### config.mk
export PLATFORM = sky130hd
export DESIGN_NAME = conv5_front_flat
export DESIGN_NICKNAME = d
export VERILOG_FILES = /design/src/design/conv5x5_border_normalized_defines.svh /design/src/design/conv5_pkg.sv /design/src/design/conv5_in_if.sv /design/src/design/conv5_front.sv /design/src/flat_wrapper.sv
export SDC_FILE = /design/constraint.sdc
export NUM_CORES = 1
export LEC_CHECK = 0
export BUFFER_PORTS_ARGS = -buffer_cell sky130_fd_sc_hd__buf_2
export CORE_AREA = 3 3 49 51
export CTS_CLUSTER_DIAMETER = 200
export DETAILED_ROUTE_END_ITERATION = 8
export DIE_AREA = 0 0 52 54
export PLACE_DENSITY = 0.79
export SLEW_MARGIN = 10
export SYNTH_ARGS = -nofsm -noshare
export SYNTH_HDL_FRONTEND = slang
export SYNTH_SLANG_ARGS = --single-unit
### constraint.sdc
create_clock -name clk -period 1.55 [get_ports clk]
set_clock_uncertainty 0.2 [all_clocks]
set_input_delay 0.31 -clock clk [delete_from_list [all_inputs] [get_ports clk]]
set_output_delay 0.31 -clock clk [all_outputs]
set_load 0.02 [all_outputs]
### src/design/conv5x5_border_normalized_defines.svh
// assertion macros for the 5x5 border-normalized convolution
`ifndef CONV5X5_BORDER_NORMALIZED_DEFINES_SVH
`define CONV5X5_BORDER_NORMALIZED_DEFINES_SVH

`ifndef ASSERT_OFF
// same-cycle implication
`define CONV5_ASSERT_NOW(lbl, ante, cons, msg) \
  lbl: assert property (@(posedge clk) disable iff (rst) (ante) |-> (cons)) else $error(msg);
// next-cycle implication
`define CONV5_ASSERT_NEXT(lbl, ante, cons, msg) \
  lbl: assert property (@(posedge clk) disable iff (rst) (ante) |=> (cons)) else $error(msg);
`else
`define CONV5_ASSERT_NOW(lbl, ante, cons, msg)
`define CONV5_ASSERT_NEXT(lbl, ante, cons, msg)
`endif

`endif

### src/design/conv5_pkg.sv
`timescale 1ns / 1ps
`default_nettype none
package conv5_pkg;

  localparam int KERNEL_SIZE = 5;
  localparam int KERNEL_TAPS = KERNEL_SIZE * KERNEL_SIZE;
  localparam int FILT_W      = 16;
  localparam int IMG_W_BITS  = 12;
  localparam int IMG_H_BITS  = 13;
  localparam int MAX_HEIGHT  = 4096;
  localparam int MIN_SIZE    = 5;
  localparam int ROW_W       = 14;
  localparam int CFG_IDX_W   = 3;

  localparam logic OP_PIXEL = 1'b0;
  localparam logic OP_DRAIN = 1'b1;

  localparam logic [CFG_IDX_W-1:0] CFG_COEF_ROW0    = 3'd0;
  localparam logic [CFG_IDX_W-1:0] CFG_COEF_ROW1    = 3'd1;
  localparam logic [CFG_IDX_W-1:0] CFG_COEF_ROW2    = 3'd2;
  localparam logic [CFG_IDX_W-1:0] CFG_COEF_ROW3    = 3'd3;
  localparam logic [CFG_IDX_W-1:0] CFG_COEF_ROW4    = 3'd4;
  localparam logic [CFG_IDX_W-1:0] CFG_IMAGE_WIDTH  = 3'd5;
  localparam logic [CFG_IDX_W-1:0] CFG_IMAGE_HEIGHT = 3'd6;

  localparam logic [IMG_W_BITS-1:0] RESET_WIDTH  = 12'd2048;
  localparam logic [IMG_H_BITS-1:0] RESET_HEIGHT = 13'd2048;

  typedef enum logic [2:0] {
    ST_IDLE,
    ST_SHIFT,
    ST_MAC,
    ST_PREP,
    ST_DIV,
    ST_OUT
  } state_t;

  typedef struct packed {
    state_t st;
    logic   pop;
  } back_status_t;

endpackage
`default_nettype wire

### src/design/conv5_in_if.sv
`timescale 1ns / 1ps
`default_nettype none
interface conv5_in_if #(
  parameter int PIXEL_BITS = 8
);
  logic                  valid;
  logic                  ready;
  logic                  operation;
  logic [PIXEL_BITS-1:0] pixel;

  modport source (output valid, output operation, output pixel, input ready);
  modport sink   (input valid, input operation, input pixel, output ready);
endinterface
`default_nettype wire

### src/design/conv5_front.sv
`timescale 1ns / 1ps
`default_nettype none
module conv5_front (
  input wire logic clk,
  input wire logic rst,
  conv5_in_if.sink   items,
  conv5_in_if.source queued
);
  import conv5_pkg::*;

  localparam int PB = $bits(items.pixel);

  logic          ent_op  [2];
  logic [PB-1:0] ent_pix [2];
  logic          wptr;
  logic          rptr;
  logic [1:0]    level;
  logic          push;
  logic          pull;

  assign items.ready      = (level != 2'd2);
  assign queued.valid     = (level != 2'd0);
  assign queued.operation = ent_op[rptr];
  assign queued.pixel     = ent_pix[rptr];
  assign push = items.valid && items.ready;
  assign pull = queued.valid && queued.ready;

  always_ff @(posedge clk) begin
    if (push) begin
      // a pixel field is meaningless on a drain tick
      ent_op[wptr]  <= (items.operation == OP_DRAIN) ? OP_DRAIN : OP_PIXEL;
      ent_pix[wptr] <= items.pixel;
    end
    if (rst) begin
      wptr  <= 1'b0;
      rptr  <= 1'b0;
      level <= 2'd0;
    end else begin
      if (push) wptr <= ~wptr;
      if (pull) rptr <= ~rptr;
      level <= level + 2'(push) - 2'(pull);
    end
  end
endmodule
`default_nettype wire

### src/flat_wrapper.sv
// flat-port wrapper written by rule: the top's interface ports become plain ports
module conv5_front_flat import conv5_pkg::*;
  (clk, rst, items_valid, items_operation, items_pixel, items_ready, queued_valid, queued_operation, queued_pixel, queued_ready);
  conv5_in_if items_i ();
  conv5_in_if queued_i ();
  input wire logic clk;
  input wire logic rst;
  input wire logic [$bits(items_i.valid)-1:0] items_valid;
  input wire logic [$bits(items_i.operation)-1:0] items_operation;
  input wire logic [$bits(items_i.pixel)-1:0] items_pixel;
  output wire logic [$bits(items_i.ready)-1:0] items_ready;
  output wire logic [$bits(queued_i.valid)-1:0] queued_valid;
  output wire logic [$bits(queued_i.operation)-1:0] queued_operation;
  output wire logic [$bits(queued_i.pixel)-1:0] queued_pixel;
  input wire logic [$bits(queued_i.ready)-1:0] queued_ready;
  assign items_i.valid = items_valid;
  assign items_i.operation = items_operation;
  assign items_i.pixel = items_pixel;
  assign items_ready = items_i.ready;
  assign queued_valid = queued_i.valid;
  assign queued_operation = queued_i.operation;
  assign queued_pixel = queued_i.pixel;
  assign queued_i.ready = queued_ready;
  conv5_front u_core (.clk(clk), .rst(rst), .items(items_i), .queued(queued_i));
endmodule
==> results.sh <==
export IMPL_status="complete, but fails checks"
export IMPL_violations="negative setup slack"
export IMPL_syn_area_sq_um=884.6
export IMPL_cts_tree="built"
export IMPL_rows=16
export IMPL_drc_errors=0
export IMPL_rsz0062_at_grt="yes"
export IMPL_start_kind="flip-flop"
export IMPL_routed_via_count=563
export IMPL_rrSetupSlack_ns=-0.18
export IMPL_synth_edf_count=18
export IMPL_num_io_pins=24
export IMPL_critPathSlowestCell="dfxtp_4"
export IMPL_path_class="flip-flop to output pin"
export IMPL_start_util=0.4463
export IMPL_antenna_found_initial=0
export IMPL_min_period_ns=1.770
export IMPL_die_area_sq_mm=0.002808
export IMPL_drtIter0Drc=2
export IMPL_cp_cell_sequence="clkbuf_16 > mux2_4 > buf_6"
export IMPL_total_power_mw=2.241
export IMPL_fmax_mhz=565.1
export IMPL_wl_mm=1.643
export IMPL_firstDrtPassIters=3
export IMPL_final_setup_worst_slack_ns=-0.2196
export IMPL_core_sq_mm=0.001982
export IMPL_nets=113
export IMPL_synth_fp_nets=69
export IMPL_crit_required_ns=1.04
export IMPL_htree_levels=1
export IMPL_cp_data_arrival_time_ns=1.26
export IMPL_fin_util=0.7216
export IMPL_synthArstFlopShare=0
export IMPL_grt_remaining_overflow=0
export IMPL_path_max_fanout=4
export IMPL_synth_common_cells="edfxtp_1 (18), mux2_2 (9), dfxtp_1 (5)"
export IMPL_final_hold_violation_count=0
export IMPL_yosysSeqAreaShare=0.7242
export IMPL_tightestPinTransition_ns=0.1792
export IMPL_syn_area_per_cell_sq_um=16.38
export IMPL_fillCellCount=139
export IMPL_diodes=0
export IMPL_powerDensity_mw_per_mm2=1567
export IMPL_min_path_type="input pin to flip-flop"
export IMPL_slew_viol_final=0
export IMPL_cts_sinks=23
export IMPL_yosys_area_top_type="edfxtp_1"
export IMPL_synth_most_common_cell="edfxtp_1"
export IMPL_p_leak_nw=0.5828
export IMPL_slew_headroom=0.8804
export IMPL_grt_pass1_vias=615
export IMPL_die_y_um=54
export IMPL_final_layout_size_suffix_gt1_frac=0.5670
export IMPL_cts_made_buffers=3
export IMPL_ant_nets=0
export IMPL_cp_end_kind="output pin"
export IMPL_grt_max_degree=13
export IMPL_cts_root_buf="clkbuf_4"
export IMPL_place_ws_ns=-0.1636
export IMPL_grt_pass1_wl_mm=2.366
export IMPL_io_buffers=23
export IMPL_synth_top_area_frac=0.6110
export IMPL_critical_path_max_stage_delay_ns=0.39
export IMPL_hpwl_mm=1.026
export IMPL_gp_congestion=0.6277
export IMPL_drv_cap=0
export IMPL_avgViaCountPerCell=4.540
export IMPL_timing_final_crit_share=1.142
export IMPL_ir_drop_v=0.0009528
export IMPL_die_w_um=52
export IMPL_syn_to_final_growth_pct=61.67
export IMPL_setup_viol=11
export IMPL_ys_seq_elements=23
export IMPL_grt_usage=0.1204
export IMPL_cts_buffer_depth=2
export IMPL_netlist_cell_type_count=17
export IMPL_ys_warn_count=0
export IMPL_syn_instance_count=54
export IMPL_clkTransAtPathRegs_ns=0.11
export IMPL_synth_area_leaders="edfxtp_1 (61%), mux2_2 (11%), dfxtp_1 (11%), ha_1 (2.8%), xnor2_1 (2.0%)"
export IMPL_wl_per_cell_um=13.25
export IMPL_ys_flop_type="edfxtp_1"
export IMPL_insertion_delay_ns=0.29
layout by cell type (no fill, tap or decap), types with 2 or more instances in the layout:
cell,count
edfxtp_1,18
buf_2,12
buf_6,12
mux2_4,9
dlygate4sd3_1,9
nor2_1,4
clkbuf_4,3
buf_12,3
buf_4,3
nor2b_4,2
xnor2_1,2
ha_4,2
dfxtp_2,2
dfxtp_1,2
critical path: cells and delay by family (launching register included):
kind | cells | cell delay [ns]
muxes | 1 | 0.30
DFF | 1 | 0.39
buffers and inverters | 2 | 0.27
report_power, final:
part | switching (mW) | internal [mW]
clock | 0.154 | 0.100
sequential | 0.0625 | 0.800
combinational | 0.450 | 0.674
sequential cells by signal, indices dropped and copies added (netlist names), named ones only:
name,flops
u_core.ent_pix,16
u_core.level,2
u_core.rptr,1
u_core.wptr,1
u_core.ent_op,2
layer usage:
metal	GRT usage	part of all wire	wire, um	up-vias
met1	0.1032	0.38	622	268
li1	-	-	-	279
met5	0	0	0	-
met3	0.02493	0.046	75	0
met4	0.05240	0	0	0
met2	0.2573	0.58	945	16
layout make-up:
| cell class | instances | area (sq um) | area share |
|---|---|---|---|
| clock buffers | 4 | 26.28 | 0.01837 |
| inverters | 2 | 7.507 | 0.005249 |
| multi-input cells | 28 | 322.8 | 0.2257 |
| flip-flops and latches | 23 | 646.9 | 0.4523 |
| well taps | 27 | 33.78 | 0.02362 |
| repair buffers | 40 | 392.9 | 0.2747 |
worst paths after layout:
path	start	endpoint	cells after the start
hold reg to reg	u_core.wptr	u_core.wptr	2
setup reg to reg	u_core.level[0]	u_core.level[1]	7
hold / removal	rst	u_core.level[0]	2
setup / recovery	flip-flop	queued_pixel[4]	3
metrics by stage:
| stage | instance area (sq um) | TNS, ns | hold WS (ns) | cells |
|---|---|---|---|---|
| 2_1_floorplan | 892.1 | -0.08836 | 0.1816 | 54 |
| 3_3_place_gp | 1091 | -0.08585 | 0.2918 | 107 |
| 3_5_place_dp | 1091 | -0.3517 | 0.3024 | 107 |
| 4_1_cts | 1264 | -2.280 | 0.003814 | 122 |
| 5_1_grt | 1430 | -2.696 | 0.04679 | 124 |
| 6_report | 1430 | -2.063 | 0.05659 | 124 |
timing repair:
action,in CTS,in global routing
pin swaps,4,2
hold buffers,8,1
endpoints found under the setup margin,22,22
gates cloned,0,1
resized for setup,11,33
endpoints found under the hold margin,16,2
setup buffers,3,0
cell families (layout without fill, tap and decap cells):
| family | Yosys count | count (layout) | synth area share |
|---|---|---|---|
| compound gates | 2 | 2 | 0.01414 |
| fa+ha+maj | 2 | 2 | 0.02828 |
| xor+xnor | 3 | 3 | 0.02971 |
| buf+inv | 3 | 46 | 0.01414 |
| simple gates | 12 | 12 | 0.07496 |
| mux | 9 | 9 | 0.1146 |
| flops | 23 | 23 | 0.7242 |
Note: power is estimated with default switching activity, not from simulation.
